--- src/rtl/u2ea_pkg.sv ---
// ----------------------------------------------------------------------------
// u2ea_pkg
// Shared types, character constants and helper functions for the UTF-8 to
// escaped ASCII converter.
// ----------------------------------------------------------------------------
package u2ea_pkg;

    // Decoder state widths
    localparam int ACC_W   = 22;
    localparam int REM_W   = 2;

    // Token queue between front and back end
    localparam int QDEPTH  = 4;
    localparam int QAW     = $clog2(QDEPTH);
    localparam int QCW     = $clog2(QDEPTH + 1);

    // Longest escape: backslash, u, four hex digits
    localparam int HEX_LEN = 6;
    localparam int IDX_W   = $clog2(HEX_LEN);

    // ASCII codes used by the escaper
    localparam logic [6:0] CH_QUOTE  = 7'h22;
    localparam logic [6:0] CH_BSLASH = 7'h5c;
    localparam logic [6:0] CH_BEL    = 7'h07;
    localparam logic [6:0] CH_BS     = 7'h08;
    localparam logic [6:0] CH_TAB    = 7'h09;
    localparam logic [6:0] CH_LF     = 7'h0a;
    localparam logic [6:0] CH_FF     = 7'h0c;
    localparam logic [6:0] CH_CR     = 7'h0d;
    localparam logic [6:0] CH_SPACE  = 7'h20;
    localparam logic [6:0] CH_DEL    = 7'h7f;
    localparam logic [6:0] CH_ZERO   = 7'h30;
    localparam logic [6:0] CH_LA     = 7'h61;
    localparam logic [6:0] CH_LB     = 7'h62;
    localparam logic [6:0] CH_LF_LTR = 7'h66;
    localparam logic [6:0] CH_LN     = 7'h6e;
    localparam logic [6:0] CH_LR     = 7'h72;
    localparam logic [6:0] CH_LT     = 7'h74;
    localparam logic [6:0] CH_LU     = 7'h75;

    // How a decoded code point is written out
    typedef enum logic [1:0] {
        TK_END,     // value zero: end of text marker
        TK_PRINT,   // printable, passes through
        TK_ESC,     // backslash and a letter
        TK_HEX      // backslash, u, four hex digits
    } tok_kind_t;

    typedef struct packed {
        tok_kind_t   kind;
        logic [15:0] data;  // char, escape letter or low 16 bits of code
    } tok_t;

    // One queue entry: the tokens caused by one input byte
    typedef struct packed {
        tok_t tok0;
        tok_t tok1;
        logic pair;         // tok1 follows tok0
    } entry_t;

    // Classify a decoded code point
    function automatic tok_t classify(input logic [ACC_W-1:0] v);
        tok_t t;
        logic low7;
        t.kind = TK_HEX;
        t.data = v[15:0];
        low7   = (v[ACC_W-1:7] == '0);
        if (v == '0) begin
            t.kind = TK_END;
            t.data = '0;
        end else if (low7) begin
            case (v[6:0])
                CH_QUOTE:  begin t.kind = TK_ESC; t.data = {9'd0, CH_QUOTE};  end
                CH_BSLASH: begin t.kind = TK_ESC; t.data = {9'd0, CH_BSLASH}; end
                CH_BEL:    begin t.kind = TK_ESC; t.data = {9'd0, CH_LA};     end
                CH_BS:     begin t.kind = TK_ESC; t.data = {9'd0, CH_LB};     end
                CH_FF:     begin t.kind = TK_ESC; t.data = {9'd0, CH_LF_LTR}; end
                CH_TAB:    begin t.kind = TK_ESC; t.data = {9'd0, CH_LT};     end
                CH_CR:     begin t.kind = TK_ESC; t.data = {9'd0, CH_LR};     end
                CH_LF:     begin t.kind = TK_ESC; t.data = {9'd0, CH_LN};     end
                default:
                begin
                    if (v[6:0] >= CH_SPACE && v[6:0] != CH_DEL) begin
                        t.kind = TK_PRINT;
                    end
                end
            endcase
        end
        return t;
    endfunction

    // Number of output bytes for a token, minus one
    function automatic logic [IDX_W-1:0] tok_last_idx(input tok_kind_t k);
        logic [IDX_W-1:0] n;
        unique case (k)
            TK_END:   n = '0;
            TK_PRINT: n = '0;
            TK_ESC:   n = IDX_W'(1);
            TK_HEX:   n = IDX_W'(HEX_LEN - 1);
            default:  n = '0;
        endcase
        return n;
    endfunction

    // Lower-case hex digit
    function automatic logic [6:0] hex_char(input logic [3:0] d);
        logic [6:0] c;
        if (d < 4'd10) begin
            c = CH_ZERO + {3'd0, d};
        end else begin
            c = CH_LA + {3'd0, d} - 7'd10;
        end
        return c;
    endfunction

endpackage

--- src/rtl/utf8_to_escaped_ascii.sv ---
// ----------------------------------------------------------------------------
// utf8_to_escaped_ascii
// Lenient UTF-8 decoder producing C-string escaped ASCII text.
// ----------------------------------------------------------------------------
// Accepts one UTF-8 byte per cycle while the four-entry token queue has room;
// each byte yields zero to twelve output characters (a flushed partial code
// point and the fresh one), written one per cycle by the escape writer while
// out_stall is low. Plain printable ASCII therefore streams at one byte per
// cycle; a two-byte escape gives two output characters and a \uXXXX escape
// six, and the output port's single character per cycle sets the sustained
// rate, the queue absorbing short bursts. The last character caused by an
// input byte has last set; a decoded zero gives one transaction with
// text_end set and no character, and the decoder then starts a new text.
module utf8_to_escaped_ascii
    import u2ea_pkg::*;
(
    input  logic       clk,
    input  logic       rst_n,
    input  logic       in_valid,
    output logic       in_stall,
    input  logic [7:0] in_byte,
    output logic       out_valid,
    input  logic       out_stall,
    output logic [6:0] out_byte,
    output logic       has_byte,
    output logic       text_end,
    output logic       last
);

    logic   accept;
    logic   push;
    entry_t push_entry;
    logic   pop;
    logic   full;
    logic   head_vld;
    entry_t head;

    assign in_stall = full;
    assign accept   = in_valid && !full;

    // Decoder front end
    u2ea_front u_front (
        .clk        (clk),
        .rst_n      (rst_n),
        .accept     (accept),
        .in_byte    (in_byte),
        .push       (push),
        .push_entry (push_entry)
    );

    // Token queue
    u2ea_fifo u_fifo (
        .clk        (clk),
        .rst_n      (rst_n),
        .push       (push),
        .push_entry (push_entry),
        .pop        (pop),
        .full       (full),
        .head_vld   (head_vld),
        .head       (head)
    );

    // Escape writer
    u2ea_back u_back (
        .clk       (clk),
        .rst_n     (rst_n),
        .head_vld  (head_vld),
        .head      (head),
        .pop       (pop),
        .out_valid (out_valid),
        .out_stall (out_stall),
        .out_byte  (out_byte),
        .has_byte  (has_byte),
        .text_end  (text_end),
        .last      (last)
    );

endmodule

--- src/rtl/u2ea_front.sv ---
// ----------------------------------------------------------------------------
// u2ea_front
// UTF-8 decoder: accumulates continuation bytes, flushes partial sequences
// and turns each finished code point into an escape token.
// ----------------------------------------------------------------------------
module u2ea_front
    import u2ea_pkg::*;
(
    input  logic       clk,
    input  logic       rst_n,
    input  logic       accept,
    input  logic [7:0] in_byte,
    output logic       push,
    output entry_t     push_entry
);

    logic [ACC_W-1:0] acc_reg, acc_next;
    logic [REM_W-1:0] rem_reg, rem_next;

    // Decode one byte against the pending sequence
    always_comb
    begin
        logic             is_cont;
        logic             fresh;
        logic             ended;
        logic             have0;
        logic             have1;
        logic [ACC_W-1:0] acc_sh;
        logic [REM_W-1:0] rem_dec;
        logic [1:0]       extra;
        logic [6:0]       mask;
        tok_t             t0;
        tok_t             t1;
        tok_t             tf;
        logic             tf_vld;

        is_cont  = (in_byte[7:6] == 2'b10);
        fresh    = 1'b1;
        ended    = 1'b0;
        have0    = 1'b0;
        have1    = 1'b0;
        acc_next = acc_reg;
        rem_next = rem_reg;
        acc_sh   = {acc_reg[ACC_W-7:0], in_byte[5:0]};
        rem_dec  = rem_reg - REM_W'(1);
        t0       = classify(acc_reg);
        t1       = t0;
        tf       = t0;
        tf_vld   = 1'b0;

        // Pending sequence: extend or flush
        if (rem_reg != '0) begin
            fresh = 1'b0;
            if (is_cont) begin
                acc_next = acc_sh;
                rem_next = rem_dec;
                if (rem_dec == '0) begin
                    t0       = classify(acc_sh);
                    have0    = 1'b1;
                    ended    = (acc_sh == '0);
                    acc_next = '0;
                end
            end else begin
                t0       = classify(acc_reg);
                have0    = 1'b1;
                ended    = (acc_reg == '0);
                acc_next = '0;
                rem_next = '0;
                fresh    = !ended;
            end
        end

        // Lead byte count: leading ones in bits 6..4
        if (!in_byte[6]) begin
            extra = 2'd0;
        end else if (!in_byte[5]) begin
            extra = 2'd1;
        end else if (!in_byte[4]) begin
            extra = 2'd2;
        end else begin
            extra = 2'd3;
        end
        mask = 7'h7f >> extra;

        // Fresh byte decode
        if (fresh) begin
            if (!in_byte[7]) begin
                tf     = classify({15'd0, in_byte[6:0]});
                tf_vld = 1'b1;
                ended  = ended || (in_byte[6:0] == '0);
            end else if (extra == 2'd0) begin
                tf     = classify({15'd0, in_byte[6:0]});
                tf_vld = 1'b1;
                ended  = ended || (in_byte[6:0] == '0);
            end else begin
                acc_next = {15'd0, in_byte[6:0] & mask};
                rem_next = extra;
            end
        end

        if (tf_vld) begin
            if (have0) begin
                t1    = tf;
                have1 = 1'b1;
            end else begin
                t0    = tf;
                have0 = 1'b1;
            end
        end

        if (ended) begin
            acc_next = '0;
            rem_next = '0;
        end

        push            = accept && have0;
        push_entry.tok0 = t0;
        push_entry.tok1 = t1;
        push_entry.pair = have1;
    end

    // Decoder state
    always_ff @(posedge clk or negedge rst_n)
    begin
        if (!rst_n) begin
            acc_reg <= '0;
            rem_reg <= '0;
        end else if (accept) begin
            acc_reg <= acc_next;
            rem_reg <= rem_next;
        end
    end

endmodule

--- src/rtl/u2ea_fifo.sv ---
// ----------------------------------------------------------------------------
// u2ea_fifo
// Short token queue between the decoder and the escape writer.
// ----------------------------------------------------------------------------
module u2ea_fifo
    import u2ea_pkg::*;
(
    input  logic   clk,
    input  logic   rst_n,
    input  logic   push,
    input  entry_t push_entry,
    input  logic   pop,
    output logic   full,
    output logic   head_vld,
    output entry_t head
);

    entry_t         mem_reg [QDEPTH];
    logic [QAW-1:0] wptr_reg, rptr_reg;
    logic [QCW-1:0] cnt_reg, cnt_next;

    assign full     = (cnt_reg == QCW'(QDEPTH));
    assign head_vld = (cnt_reg != '0);
    assign head     = mem_reg[rptr_reg];

    // Occupancy
    always_comb
    begin
        cnt_next = cnt_reg;
        if (push && !pop) begin
            cnt_next = cnt_reg + QCW'(1);
        end else if (pop && !push) begin
            cnt_next = cnt_reg - QCW'(1);
        end
    end

    // Pointers and count
    always_ff @(posedge clk or negedge rst_n)
    begin
        if (!rst_n) begin
            wptr_reg <= '0;
            rptr_reg <= '0;
            cnt_reg  <= '0;
        end else begin
            if (push) begin
                wptr_reg <= wptr_reg + QAW'(1);
            end
            if (pop) begin
                rptr_reg <= rptr_reg + QAW'(1);
            end
            cnt_reg <= cnt_next;
        end
    end

    // Storage
    always_ff @(posedge clk)
    begin
        if (push) begin
            mem_reg[wptr_reg] <= push_entry;
        end
    end

endmodule

--- src/rtl/u2ea_back.sv ---
// ----------------------------------------------------------------------------
// u2ea_back
// Escape writer: expands each queued token into its output characters, one
// per cycle while out_stall is low, into an output register.
// ----------------------------------------------------------------------------
module u2ea_back
    import u2ea_pkg::*;
(
    input  logic       clk,
    input  logic       rst_n,
    input  logic       head_vld,
    input  entry_t     head,
    output logic       pop,
    output logic       out_valid,
    input  logic       out_stall,
    output logic [6:0] out_byte,
    output logic       has_byte,
    output logic       text_end,
    output logic       last
);

    logic             sel_reg, sel_next;
    logic [IDX_W-1:0] idx_reg, idx_next;
    logic             vld_reg, vld_next;
    logic [6:0]       byte_reg, byte_next;
    logic             has_reg, has_next;
    logic             end_reg, end_next;
    logic             last_reg, last_next;

    // Next character selection
    always_comb
    begin
        tok_t             t;
        logic             adv;
        logic             tok_done;
        logic             entry_done;
        logic [IDX_W-1:0] lidx;

        t          = sel_reg ? head.tok1 : head.tok0;
        lidx       = tok_last_idx(t.kind);
        adv        = head_vld && (!vld_reg || !out_stall);
        tok_done   = (idx_reg == lidx);
        entry_done = tok_done && (sel_reg || !head.pair);

        sel_next  = sel_reg;
        idx_next  = idx_reg;
        vld_next  = vld_reg && out_stall;
        byte_next = byte_reg;
        has_next  = has_reg;
        end_next  = end_reg;
        last_next = last_reg;
        pop       = 1'b0;

        if (adv) begin
            vld_next  = 1'b1;
            has_next  = 1'b1;
            end_next  = 1'b0;
            last_next = entry_done;
            byte_next = CH_BSLASH;
            unique case (t.kind)
                TK_END:
                begin
                    has_next  = 1'b0;
                    end_next  = 1'b1;
                    byte_next = '0;
                end
                TK_PRINT:
                begin
                    byte_next = t.data[6:0];
                end
                TK_ESC:
                begin
                    if (idx_reg != '0) begin
                        byte_next = t.data[6:0];
                    end
                end
                TK_HEX:
                begin
                    case (idx_reg)
                        IDX_W'(0): byte_next = CH_BSLASH;
                        IDX_W'(1): byte_next = CH_LU;
                        IDX_W'(2): byte_next = hex_char(t.data[15:12]);
                        IDX_W'(3): byte_next = hex_char(t.data[11:8]);
                        IDX_W'(4): byte_next = hex_char(t.data[7:4]);
                        default:   byte_next = hex_char(t.data[3:0]);
                    endcase
                end
                default:
                begin
                    byte_next = CH_BSLASH;
                end
            endcase

            if (tok_done) begin
                idx_next = '0;
                if (entry_done) begin
                    sel_next = 1'b0;
                    pop      = 1'b1;
                end else begin
                    sel_next = 1'b1;
                end
            end else begin
                idx_next = idx_reg + IDX_W'(1);
            end
        end
    end

    // Control state
    always_ff @(posedge clk or negedge rst_n)
    begin
        if (!rst_n) begin
            sel_reg <= 1'b0;
            idx_reg <= '0;
            vld_reg <= 1'b0;
        end else begin
            sel_reg <= sel_next;
            idx_reg <= idx_next;
            vld_reg <= vld_next;
        end
    end

    // Output payload
    always_ff @(posedge clk)
    begin
        byte_reg <= byte_next;
        has_reg  <= has_next;
        end_reg  <= end_next;
        last_reg <= last_next;
    end

    assign out_valid = vld_reg;
    assign out_byte  = byte_reg;
    assign has_byte  = has_reg;
    assign text_end  = end_reg;
    assign last      = last_reg;

    // Character index stays inside the longest escape
    a_idx_range: assert property (@(posedge clk) disable iff (!rst_n)
        idx_reg <= IDX_W'(HEX_LEN - 1))
        else $error("character index out of range");

    // Second token is only selected while its entry is at the head
    a_sel_pair: assert property (@(posedge clk) disable iff (!rst_n)
        sel_reg |-> (head_vld && head.pair))
        else $error("second token selected without a pair");

    // End of text carries no character and closes its input byte
    a_end_last: assert property (@(posedge clk) disable iff (!rst_n)
        (vld_reg && end_reg) |-> (!has_reg && last_reg))
        else $error("end of text marker malformed");

endmodule

--- config.mk ---
export PLATFORM = sky130hd
export DESIGN_NAME = utf8_to_escaped_ascii
export DESIGN_NICKNAME = d
export VERILOG_FILES = /design/src/rtl/u2ea_pkg.sv /design/src/rtl/utf8_to_escaped_ascii.sv /design/src/rtl/u2ea_front.sv /design/src/rtl/u2ea_fifo.sv /design/src/rtl/u2ea_back.sv
export SDC_FILE = /design/constraint.sdc
export NUM_CORES = 1
export LEC_CHECK = 0
export BUFFER_PORTS_ARGS = -buffer_cell sky130_fd_sc_hd__buf_2
export CAP_MARGIN = 20
export CELL_PAD_IN_SITES_DETAIL_PLACEMENT = 1
export CELL_PAD_IN_SITES_GLOBAL_PLACEMENT = 2
export CORE_ASPECT_RATIO = 0.75
export CORE_MARGIN = 2
export CORE_UTILIZATION = 35
export DETAILED_ROUTE_END_ITERATION = 6
export PLACE_DENSITY_LB_ADDON = 0.2
export SLEW_MARGIN = 40
export SYNTH_ARGS = -nofsm -noshare
export SYNTH_HDL_FRONTEND = slang
export SYNTH_SLANG_ARGS = --single-unit
export TNS_END_PERCENT = 50
--- constraint.sdc ---
create_clock -name clk -period 3.33 [get_ports clk]
set_input_delay 0.1665 -clock clk [delete_from_list [all_inputs] [get_ports clk]]
set_output_delay 0.1665 -clock clk [all_outputs]
set_load 0.1 [all_outputs]
==> results.txt <==
Hold crit path type - input pin to flip-flop
Largest net degree at the start of global routing - 38
Number of buffers on the longest clock path - 2
Critical register-to-register path startpoint - u_fifo.rptr_reg[0]
# rows - 52
Unique cell type count in the Yosys netlist - 76
Overall overflow remaining after global route - 0
Count of input and output buffers - 23
Die X - 195.7 um
Most instantiated library cell after synthesis - edfxtp_1
Leakage power total - 3.919 nW
Leading area contributor after synthesis - edfxtp_1
Clock Skew - 0.01366 ns
Worst Path Max Fanout - 6
Total number of yosys warnings - 0
Hold Startpoint - in_valid
Die Area - 28910 um^2
Post-route DRC violation count - 0
Buffer count from post-CTS setup fixing - 0
Number of sinks handled by clock tree synthesis - 194
Cell depth of the worst flop-to-flop path - 12
TritonCTS clock tree - done
Most common library cells after synthesis - 158 x edfxtp_1, 51 x nand2_1, 45 x nor2_1
Final period utilization - 94.14%
Routed WL - 25600 um
Least-Margin Pin Slew - 0.8789 ns
Top FF cell, synth - edfxtp_1
Reported max-cap violation count - 0
Part of the power in registers - 33.5%
Final setup viols - 0
Clock network fraction of design power - 16.3%
Library cell used as clock root buffer - clkbuf_16
Final weighted congestion in routability-driven placement - 0.8647
Worst endpoint data arrival time - 3.50 ns
Final hold viol count - 0
Top post-synthesis cells by area - edfxtp_1 49%, dfrtp_1 9.3%, mux4_2 4.7%, mux4_1 4.6%, ha_1 2.1%
Power density of the placed cells - 1096 nW/um^2
Internal power component - 6.873 mW
Filler cells - 2772
Max reg flops - 148
Starting Density - 35.71%
Fmax - 319.0 MHz
Total number of nets in the final design - 786
Area delta synth->final - 12.81%
Worst-path clk slew - 0.07 ns
Proportion of netlist area held by the largest area contributor - 49.21%
Startpoint-to-endpoint class of the critical path - flip-flop to flip-flop
All-layer global routing usage - 18.46%
Share of async-settable or async-resettable flops after synthesis - 18.56%
Count of final max-slew check failures - 0
Vertical die dimension - 147.7 um
Proportion of synthesized chip area in sequential cells - 58.55%
Post-route antenna net violation count - 0
Ratio of cells with drive above 1 in the final layout - 17.53%
Number of antenna violations at the first check in global routing - 0
Required time reported for the critical path endpoint - 3.69 ns
Synth Net Count - 742
Launching element of the worst setup path - u_fifo.rptr_reg[0]
Cell area after synthesis - 9642 um^2
Final HPWL DP - 18130 um
TritonCTS Buffers - 17
Router iterations before antenna repair - 5
Max H-tree Level - 4
Number of diodes added for antenna fixing - 0
Switching fraction of total power - 42.35%
Launching element type of the critical path - flip-flop
Wire length of the first global-routing pass - 39870 um
Register bit count reported by yosys - 194
Register Area - 5647 um^2
Multi-input gate area - 3714 um^2
Highest ir drop seen on vdd - 737.6 uV
Post-DR vias/cell - 5.658
Relative contribution of combinational cells to total power - 50.2%
Area of the core - 27000 um^2
Clock insertion delay at the later pin of the skew report - 0.44 ns
Final critical-path required period - 3.135 ns
Status - finished, final reports clean
I/O pin count - 24
Vias in the first global route - 6629
Min-Delay Path Depth - 3
Average routed wire per standard cell - 22.84 um
Drt first-iter violations - 450
Headroom to the max-slew limit - 41.29%
Least setup slack across all paths after layout - 0.1952 ns
Switching pwr - 5.049 mW
Total Neg Setup Slack - 0 ns
Number of flops mapped to enable cells by yosys - 158
Syn_area_per_cell - 13.52 um^2
CP endpoint kind - flip-flop
Setup WS pre-CTS - 0.1561 ns
Number of cells produced by synthesis - 713
Number of vias after detailed routing - 6343
-- timing repair --
action	in CTS	in global routing
setup endpoints to repair	0	2
hold buffers	2	0
endpoints found under the hold margin	37	0
gates resized for setup	0	3
-- final cells by class --
| type | count | share of cell area, % |
|---|---|---|
| Clock buffer | 19 | 3.980 |
| Multi-Input combinational cell | 458 | 34.14 |
| Sequential cell | 194 | 51.92 |
| Clock inverter | 13 | 1.024 |
| Timing Repair Buffer | 66 | 4.210 |
| Inverter | 20 | 0.6902 |
| Tap cell | 351 | 4.038 |
-- critical path: stages (launching register included) --
cell	delay, ns
dfrtp_2	0.46
mux4_1	0.60
mux2i_2	0.24
nand3b_1	0.20
o311ai_4	0.14
and2b_1	0.22
nand2_1	0.11
ha_1	0.21
inv_1	0.06
fa_1	0.39
xor2_1	0.18
nor2_1	0.11
xor2_1	0.16
-- through the flow --
stage                     utilization (%)  instance area (um^2)  power (mW)  hold WS (ns)  cells
after detailed placement            38.15                 10300       10.02        0.1823   1087
after CTS                           40.24                 10860       12.00        0.1298   1121
after floorplan                         -                  9647       8.061       -0.1291    713
after global placement              38.12                 10290       9.843        0.3411   1087
final                               40.28                 10880       11.92        0.1451   1121
after global routing                40.28                 10880       12.71        0.1502   1121
-- per-layer routing --
metal  track usage (%)  vias to the layer above  wire length [um]
met2             27.50                      125             11450
li1                  -                     2887                 -
met1             27.91                     3311             12840
met4             4.773                        0               292
met5                 0                        -                 0
met3             3.285                       20              1017
-- cell families after synthesis --
family	synth area share (%)
AOI/OAI and AO/OA	11.68
xor gates and xnor gates	0.8175
adders and majority gates	2.284
buffers and inverters	3.218
DFF	58.55
muxes	12.89
and+or+nand+nor	10.56
-- cells in the final DEF (no fill, tap or decap), types with 11 or more instances in the layout --
master	instances
edfxtp_1	158
nand2_1	51
nor2_1	45
buf_4	41
dfrtp_1	35
o21ai_0	33
a21oi_1	31
a22o_1	22
buf_2	22
mux4_2	20
inv_1	20
nor3_1	18
mux4_1	17
clkbuf_16	17
mux2i_1	16
nand3_1	16
ha_1	16
nor2b_1	11
and2_1	11
-- power groups by stage --
stage	sequential, mW	combinational (mW)	clock [mW]
3_5_place_dp	4.04	5.98	0
2_1_floorplan	4.38	3.69	0
6_report	3.99	5.98	1.94
3_3_place_gp	4.01	5.84	0
4_1_cts	4.00	6.01	1.99
5_1_grt	4.07	6.55	2.08
-- path summary, 6_finish.rpt --
path	end	slack, ns
worst max-delay path	u_fifo.cnt_reg[2]	0.20
worst min register to register	u_back.out_valid	0.51
min in group asynchronous	u_front.acc_reg[3]	0.24
max in group asynchronous	u_fifo.rptr_reg[0]	2.68
worst max register to register	u_fifo.cnt_reg[2]	0.20
worst min-delay path	u_front.rem_reg[1]	0.15
No activity file was read; power rests on OpenSTA's default activity.
